**src/design/tgsr_pkg.sv**
```systemverilog
// Shared types, bus constants and the 5x8 font table for the glyph stream renderer.
// No dependencies.
package tgsr_pkg;

  typedef struct packed {
    logic       action;
    logic [6:0] character;
    logic [6:0] column;
    logic [1:0] row;
    logic       first_char;
    logic       last_char;
  } in_item_t;

  typedef struct packed {
    logic [1:0] bus_event;
    logic [7:0] bus_byte;
    logic       run_end;
  } out_item_t;

  typedef struct packed {
    logic [7:0] column;
    logic [1:0] row;
  } cursor_t;

  localparam int NUM_SLOTS = 18;
  typedef logic [4:0]           slot_t;
  typedef logic [NUM_SLOTS-1:0] slot_mask_t;

  // one decoded request, ready for the event sequencer
  typedef struct packed {
    slot_mask_t  mask;
    logic [39:0] glyph;
    logic [6:0]  cmd_x;
    logic [1:0]  cmd_y;
  } job_t;

  localparam logic       ACT_CHAR   = 1'b0;
  localparam logic       ACT_CURSOR = 1'b1;

  localparam logic [1:0] EV_START = 2'd0;
  localparam logic [1:0] EV_WRITE = 2'd1;
  localparam logic [1:0] EV_STOP  = 2'd2;

  localparam logic [7:0] BUS_ADDR    = 8'h78;
  localparam logic [7:0] CMD_MODE    = 8'h00;
  localparam logic [7:0] DATA_MODE   = 8'h40;
  localparam logic [7:0] LINE_LIMIT  = 8'd122;
  localparam logic [7:0] CMD_COL_HI  = 8'h10;
  localparam logic [7:0] CMD_PAGE    = 8'hB0;
  localparam logic [7:0] CHAR_ADV    = 8'd6;
  localparam logic [6:0] FIRST_GLYPH = 7'd32;

  // event script positions
  localparam slot_t SL_OPEN_START  = 5'd0;
  localparam slot_t SL_OPEN_DATA   = 5'd1;
  localparam slot_t SL_BLANK       = 5'd2;
  localparam slot_t SL_GLYPH0      = 5'd3;
  localparam slot_t SL_GLYPH1      = 5'd4;
  localparam slot_t SL_GLYPH2      = 5'd5;
  localparam slot_t SL_GLYPH3      = 5'd6;
  localparam slot_t SL_GLYPH4      = 5'd7;
  localparam slot_t SL_WRAP_STOP   = 5'd8;
  localparam slot_t SL_CMD_START   = 5'd9;
  localparam slot_t SL_CMD_MODE    = 5'd10;
  localparam slot_t SL_CMD_COL_LO  = 5'd11;
  localparam slot_t SL_CMD_COL_HI  = 5'd12;
  localparam slot_t SL_CMD_PAGE    = 5'd13;
  localparam slot_t SL_CMD_STOP    = 5'd14;
  localparam slot_t SL_REOPEN_STRT = 5'd15;
  localparam slot_t SL_REOPEN_DATA = 5'd16;
  localparam slot_t SL_LAST_STOP   = 5'd17;

  // five glyph columns, leftmost in the top byte; indexes past the font are blank
  function automatic logic [39:0] glyph_row(input logic [6:0] idx);
    logic [39:0] r;
    case (idx)
      7'd0:  r = 40'h0000000000;  7'd1:  r = 40'h00005F0000;
      7'd2:  r = 40'h0007000700;  7'd3:  r = 40'h147F147F14;
      7'd4:  r = 40'h242A7F2A12;  7'd5:  r = 40'h2313086462;
      7'd6:  r = 40'h3649552250;  7'd7:  r = 40'h0004030000;
      7'd8:  r = 40'h001C224100;  7'd9:  r = 40'h0041221C00;
      7'd10: r = 40'h14083E0814;  7'd11: r = 40'h08083E0808;
      7'd12: r = 40'h0080600000;  7'd13: r = 40'h0808080808;
      7'd14: r = 40'h0060600000;  7'd15: r = 40'h2010080402;
      7'd16: r = 40'h3E5149453E;  7'd17: r = 40'h44427F4040;
      7'd18: r = 40'h4261514946;  7'd19: r = 40'h2241494936;
      7'd20: r = 40'h1814127F10;  7'd21: r = 40'h2F49494931;
      7'd22: r = 40'h3E49494932;  7'd23: r = 40'h0301710907;
      7'd24: r = 40'h3649494936;  7'd25: r = 40'h264949493E;
      7'd26: r = 40'h0036360000;  7'd27: r = 40'h0080680000;
      7'd28: r = 40'h0008142200;  7'd29: r = 40'h1414141414;
      7'd30: r = 40'h0022140800;  7'd31: r = 40'h0201510906;
      7'd32: r = 40'h3E415D555E;  7'd33: r = 40'h7C1211127C;
      7'd34: r = 40'h7F49494936;  7'd35: r = 40'h3E41414122;
      7'd36: r = 40'h7F4141221C;  7'd37: r = 40'h7F49494941;
      7'd38: r = 40'h7F09090901;  7'd39: r = 40'h3E4149493A;
      7'd40: r = 40'h7F0808087F;  7'd41: r = 40'h41417F4141;
      7'd42: r = 40'h2040413F01;  7'd43: r = 40'h7F08142241;
      7'd44: r = 40'h7F40404040;  7'd45: r = 40'h7F020C027F;
      7'd46: r = 40'h7F0408107F;  7'd47: r = 40'h3E4141413E;
      7'd48: r = 40'h7F09090906;  7'd49: r = 40'h3E4141C1BE;
      7'd50: r = 40'h7F09192946;  7'd51: r = 40'h2649494932;
      7'd52: r = 40'h01017F0101;  7'd53: r = 40'h3F4040403F;
      7'd54: r = 40'h1F2040201F;  7'd55: r = 40'h3F4038403F;
      7'd56: r = 40'h6314081463;  7'd57: r = 40'h0708700807;
      7'd58: r = 40'h6151494543;  7'd59: r = 40'h007F414100;
      7'd60: r = 40'h0204081020;  7'd61: r = 40'h0041417F00;
      7'd62: r = 40'h0804020408;  7'd63: r = 40'h4040404040;
      7'd64: r = 40'h0000030400;  7'd65: r = 40'h2054545478;
      7'd66: r = 40'h7F44444438;  7'd67: r = 40'h3844444428;
      7'd68: r = 40'h384444447F;  7'd69: r = 40'h3854545418;
      7'd70: r = 40'h08FE090102;  7'd71: r = 40'h18A4A4A478;
      7'd72: r = 40'h7F04040478;  7'd73: r = 40'h00447D4000;
      7'd74: r = 40'h0080847D00;  7'd75: r = 40'h417F102844;
      7'd76: r = 40'h00417F4000;  7'd77: r = 40'h7C047C0478;
      7'd78: r = 40'h7C04040478;  7'd79: r = 40'h3844444438;
      7'd80: r = 40'hFC24242418;  7'd81: r = 40'h18242424FC;
      7'd82: r = 40'h7C08040408;  7'd83: r = 40'h0854545420;
      7'd84: r = 40'h043F444020;  7'd85: r = 40'h3C4040403C;
      7'd86: r = 40'h1C2040201C;  7'd87: r = 40'h3C4030403C;
      7'd88: r = 40'h4428102844;  7'd89: r = 40'h1CA0A0A07C;
      7'd90: r = 40'h4464544C44;  7'd91: r = 40'h0808364141;
      7'd92: r = 40'h0000FF0000;  7'd93: r = 40'h4141360808;
      7'd94: r = 40'h0804081008;  7'd95: r = 40'hFFFFFFFFFF;
      default: r = 40'h0000000000;
    endcase
    return r;
  endfunction

endpackage

```
**src/design/tgsr_emit.sv**
```systemverilog
// Event sequencer: walks the job's slot mask and drives the output register.
// Depends on tgsr_pkg.
module tgsr_emit (
  input  logic                clk,
  input  logic                rst_n,
  input  logic                job_valid,
  input  tgsr_pkg::job_t      job,
  output logic                job_take,
  output logic                out_valid,
  input  logic                out_stall,
  output tgsr_pkg::out_item_t out_data
);
  import tgsr_pkg::*;

  job_t      job_r;
  logic      job_valid_r;
  logic      out_valid_r;
  slot_t     slot_r;
  slot_t     slot_nxt;
  slot_t     first_slot;
  logic      has_next;
  logic      adv;
  logic      load;
  out_item_t out_r;
  out_item_t ev;

  assign adv      = job_valid_r && (!out_valid_r || !out_stall);
  assign job_take = !job_valid_r || (adv && !has_next);
  assign load     = job_valid && job_take;

  always_comb begin
    slot_nxt   = slot_r;
    has_next   = 1'b0;
    first_slot = '0;
    for (int i = NUM_SLOTS - 1; i >= 0; i--) begin
      if (job_r.mask[i] && (slot_t'(i) > slot_r)) begin
        slot_nxt = slot_t'(i);
        has_next = 1'b1;
      end
      if (job.mask[i]) begin
        first_slot = slot_t'(i);
      end
    end
  end

  always_comb begin
    ev.bus_event = EV_WRITE;
    ev.bus_byte  = 8'h00;
    ev.run_end   = !has_next;
    case (slot_r)
      SL_OPEN_START, SL_CMD_START, SL_REOPEN_STRT: begin
        ev.bus_event = EV_START;
        ev.bus_byte  = BUS_ADDR;
      end
      SL_OPEN_DATA, SL_REOPEN_DATA: ev.bus_byte = DATA_MODE;
      SL_BLANK:      ev.bus_byte = 8'h00;
      SL_GLYPH0:     ev.bus_byte = job_r.glyph[39:32];
      SL_GLYPH1:     ev.bus_byte = job_r.glyph[31:24];
      SL_GLYPH2:     ev.bus_byte = job_r.glyph[23:16];
      SL_GLYPH3:     ev.bus_byte = job_r.glyph[15:8];
      SL_GLYPH4:     ev.bus_byte = job_r.glyph[7:0];
      SL_WRAP_STOP, SL_CMD_STOP, SL_LAST_STOP: begin
        ev.bus_event = EV_STOP;
        ev.bus_byte  = 8'h00;
      end
      SL_CMD_MODE:   ev.bus_byte = CMD_MODE;
      SL_CMD_COL_LO: ev.bus_byte = {4'b0000, job_r.cmd_x[3:0]};
      SL_CMD_COL_HI: ev.bus_byte = CMD_COL_HI | {5'b00000, job_r.cmd_x[6:4]};
      SL_CMD_PAGE:   ev.bus_byte = CMD_PAGE | {6'b000000, job_r.cmd_y};
      default:       ev.bus_byte = 8'h00;
    endcase
  end

  always_ff @(posedge clk) begin
    if (!rst_n) begin
      job_valid_r <= 1'b0;
      out_valid_r <= 1'b0;
    end else begin
      if (load) begin
        job_valid_r <= 1'b1;
      end else if (adv && !has_next) begin
        job_valid_r <= 1'b0;
      end
      if (adv) begin
        out_valid_r <= 1'b1;
      end else if (!out_stall) begin
        out_valid_r <= 1'b0;
      end
    end
  end

  always_ff @(posedge clk) begin
    if (load) begin
      job_r  <= job;
      slot_r <= first_slot;
    end else if (adv) begin
      slot_r <= slot_nxt;
    end
    if (adv) begin
      out_r <= ev;
    end
  end

  assign out_valid = out_valid_r;
  assign out_data  = out_r;

  a_slot_enabled: assert property (@(posedge clk) disable iff (!rst_n)
    job_valid_r |-> job_r.mask[slot_r])
    else $error("sequencer sits on a disabled slot");

  a_more_pending: assert property (@(posedge clk) disable iff (!rst_n)
    out_valid_r && !out_r.run_end |-> job_valid_r)
    else $error("request ended without a final event");

  a_end_marked: assert property (@(posedge clk) disable iff (!rst_n)
    adv && !has_next |=> out_valid_r && out_r.run_end)
    else $error("last event of a request not marked");

endmodule

```
**config.mk**
```make
export PLATFORM = sky130hd
export DESIGN_NAME = tgsr_emit
export DESIGN_NICKNAME = d
export VERILOG_FILES = /design/src/design/tgsr_pkg.sv /design/src/design/tgsr_emit.sv
export SDC_FILE = /design/constraint.sdc
export NUM_CORES = 1
export LEC_CHECK = 0
export BUFFER_PORTS_ARGS = -buffer_cell sky130_fd_sc_hd__buf_2
export CELL_PAD_IN_SITES_DETAIL_PLACEMENT = 1
export CELL_PAD_IN_SITES_GLOBAL_PLACEMENT = 1
export CORE_ASPECT_RATIO = 0.8
export CORE_MARGIN = 5
export CORE_UTILIZATION = 44
export DETAILED_ROUTE_END_ITERATION = 8
export MAX_ROUTING_LAYER = met4
export PLACE_DENSITY_LB_ADDON = 0.08
export SETUP_SLACK_MARGIN = 0.2
export SLEW_MARGIN = 15
export SYNTH_ARGS = -nofsm -noshare
export SYNTH_HDL_FRONTEND = slang
export SYNTH_SLANG_ARGS = --single-unit
```
**constraint.sdc**
```tcl
create_clock -name clk -period 3.4 [get_ports clk]
set_input_delay 0.17 -clock clk [delete_from_list [all_inputs] [get_ports clk]]
set_output_delay 0.17 -clock clk [all_outputs]
set_load 0.005 [all_outputs]
```
==> impl_metrics.toml <==
[sta]
max_freq_mhz = 354
slew_violations = 0
finalWorstSetupSlack_ns = 0.578
setup_viol = 0
period_needed_ns = 2.82
tns_ns = 0
finalCritPeriodShare_pct = 83.0
tightest_slew_ns = 0.707
hold_viol = 0
rsz0062_at_grt = "no"
fin_skew_ns = 0.00923
timing.slew.headroom_pct = 52.5

[setup_path]
crit_path_start = "slot_r[1]"
critPathKind = "reg -> reg"
arrival_ns = 2.81
r2r_slack_ns = 0.58
cpLargestDelayFamily = "buffers and inverters"
cp_num_buf_inv = 3
critical_path_required_ns = 3.39
cpPeakStageDelay_ns = 0.75
path_cells = "buf_4, nand3_4, a32oi_2, nand4_4, nor3_4, a21oi_4, inv_2, buf_4"
rr_startpoint = "slot_r[1]"
cp_max_fo = 36
worst_path_max_delay_cell = "edfxtp_1"
end_kind = "flip-flop"
startpoint_type = "flip-flop"
crit_top_cell = "buf_4"

[die]
initial_core_util_pct = 44.5
core_um2 = 8920
die_h_um = 94.9
ioPinCount = 84
num_rows = 31
dieArea_um2 = 11000
die_w_um = 116

[synthesis]
ys_seq_area_share_pct = 63.1
syn_area_um2 = 3970
synthAdderAreaFrac_pct = 0.252
ys_warn_count = 0
synth_nets = 378
yosys.cell_types.count = 67
netlist_instances = 307
synth_ff_type = "edfxtp_1"
synth-seq-cells = 84
yosys.area_share.simple_pct = 14.1
async_flop_share_pct = 0
synth_top_family_by_area = "compound AO/OA/AOI/OAI gates"
synth_compound_area_share_pct = 16.6
synth_area_per_cell_um2 = 12.9
synth_edf_count = 82
muxShareOfSynthArea_pct = 2.46
synth_xor_xnor_area_share_pct = 0.221

[clock_network]
post_cts_buffers = 0
cts_resized = 0
clk_latency_ns = 0.34
root_buffer = "clkbuf_16"
cts_max_path_buffers = 2
htree_levels = 3
cts_tree = "done"
cts_buffers = 9
cts_hold_buf = 22
clk_pin_slew_ns = 0.07
cts_sinks = 84

[placed_design]
dpl.hpwl_um = 7750
port_buffers = 83
placed_area_um2 = 4520
gp_congestion = 0.875
dp_slack_ns = 0.621

[layout]
design_area_um2 = 5070
drive_gt1_share_pct = 30.7
antenna-diode-count = 0
final_nets = 493
area_delta_synth_final_pct = 27.8

[run_status]
status = "complete, no violations"

[hold_path]
min_from = "job[48]"
hold_path.class = "in -> reg"

[global_route]
gr-total-overflow = 0
grt_max_degree = 37
grt_use_total_pct = 21.2
grt_pass1_wl_um = 16900
antenna_found_initial = 0
grt_pass1_vias = 3143

[routing]
finalWirelength_um = 10900
via_per_inst = 5.52
ant_nets = 0
vias = 2994
post-route-drc-count = 0
wl_per_cell_um = 20.1
dr.pass1.iters = 4
drtIter0Drc = 170

[power_and_ir_drop]
p_per_area_nw_per_um2 = 639
p_total_uw = 3240
cellLeakagePower_uw = 0.00194
ir_drop_mv = 0.336

[run]
drv_cap = 0
## cells in the mapped netlist (2+ instances only)
library cell,number,area (µm²)
a21o_1,2,15.0
nand3_1,7,35.0
a32oi_1,2,17.5
nand2b_1,4,25.0
mux2i_1,6,60.1
a22oi_1,12,90.1
and3_1,3,18.8
o211ai_1,2,15.0
buf_6,3,33.8
a211oi_1,2,15.0
clkbuf_1,5,18.8
a31oi_1,2,12.5
inv_1,14,52.6
a221oi_1,5,43.8
or2_2,2,12.5
nor2_1,25,93.8
buf_2,2,10.0
edfxtp_1,82,2460
dfxtp_1,2,40.0
o21a_1,2,15.0
nor4_1,3,18.8
a21oi_1,18,90.1
o31ai_1,4,30.0
a22o_1,2,17.5
nand2_1,25,93.8
nor3_1,9,45.0
nor2b_1,6,37.5
nor3b_1,3,22.5
buf_4,2,15.0
o21ai_0,13,65.1
mux2_2,2,22.5
## metrics by stage
stage               hold slack, ns  utilization, %  instances
finish                      0.0101            56.8        542
global route               0.00110            56.8        542
CTS                       0.000529            56.6        540
detailed placement           0.348            50.6        502
global placement             0.347            50.6        502
floorplan                    0.269               -        307
## state kept, by name (all words and copies together), names as in the netlist
name and flops:
job_r 66, out_data 11, slot_r 5, job_valid_r 1
out_valid 1
## logic make-up after synthesis
kind of cell	after synthesis
AND/OR/NAND/NOR	101
AO/OA/AOI/OAI	85
flip-flops	84
buffers and inverters	26
multiplexers	9
XOR/XNOR	1
adder cells (fa/ha/maj)	1
## cell usage in the layout, fill, tap and decap left out, types with 2 or more instances in the layout
cell	count
nor2_1	25
inv_6	4
o21ai_0	13
nand2_1	25
nand2b_1	4
a21o_1	2
dlygate4sd3_1	24
inv_1	13
edfxtp_1	82
clkbuf_16	9
buf_2	83
buf_4	9
or2_2	2
o21a_1	2
a221oi_1	5
nand3_1	7
a22o_1	2
o211ai_1	2
a21oi_1	18
mux2_2	2
o31ai_1	4
nor4_1	3
and3_1	3
mux2i_1	6
a32oi_1	2
nor3b_1	3
a211oi_1	2
a31oi_1	2
a22oi_1	12
nor2b_1	6
nor3_1	9
inv_8	2
dfxtp_1	2
## report_power, final
| group | switching, µW | internal, µW | total, µW |
|---|---|---|---|
| Clock | 433 | 590 | 1020 |
| Sequential | 107 | 1270 | 1380 |
| Combinational | 499 | 340 | 839 |
## worst register-to-register path, cell delays in order (launching register included)
cell      delay (ns)
edfxtp_1        0.75
buf_4           0.31
nand3_4         0.10
a32oi_2         0.28
nand4_4         0.18
nor3_4          0.21
a21oi_4         0.13
inv_2           0.10
buf_4           0.41
## cell type report
class	instances	area (µm²)
Inverter	14	52.6
Clock buffer	9	225
Tap cell	115	144
Multi-Input combinational cell	197	1340
Timing Repair Buffer	116	723
Fill cell	926	3850
Clock inverter	7	87.6
Sequential cell	84	2500
## routing by layer
layer / track usage [%] / routed length, µm / up-vias
li1: - / - / 1420
met1: 30.5 / 5160 / 1472
met2: 31.4 / 5000 / 88
met3: 3.27 / 560 / 14
met4: 5.99 / 157 / 0
met5: - / 0 / -
## path summary, 6_finish.rpt
| check | cells after the start | endpoint |
|---|---|---|
| worst max-delay path | 8 | job_r[62] |
| worst min-delay path | 1 | job_r[48] |
| worst max register to register | 8 | job_r[62] |
| worst min register to register | 2 | out_valid |
No activity file was read; power rests on OpenSTA's default activity.
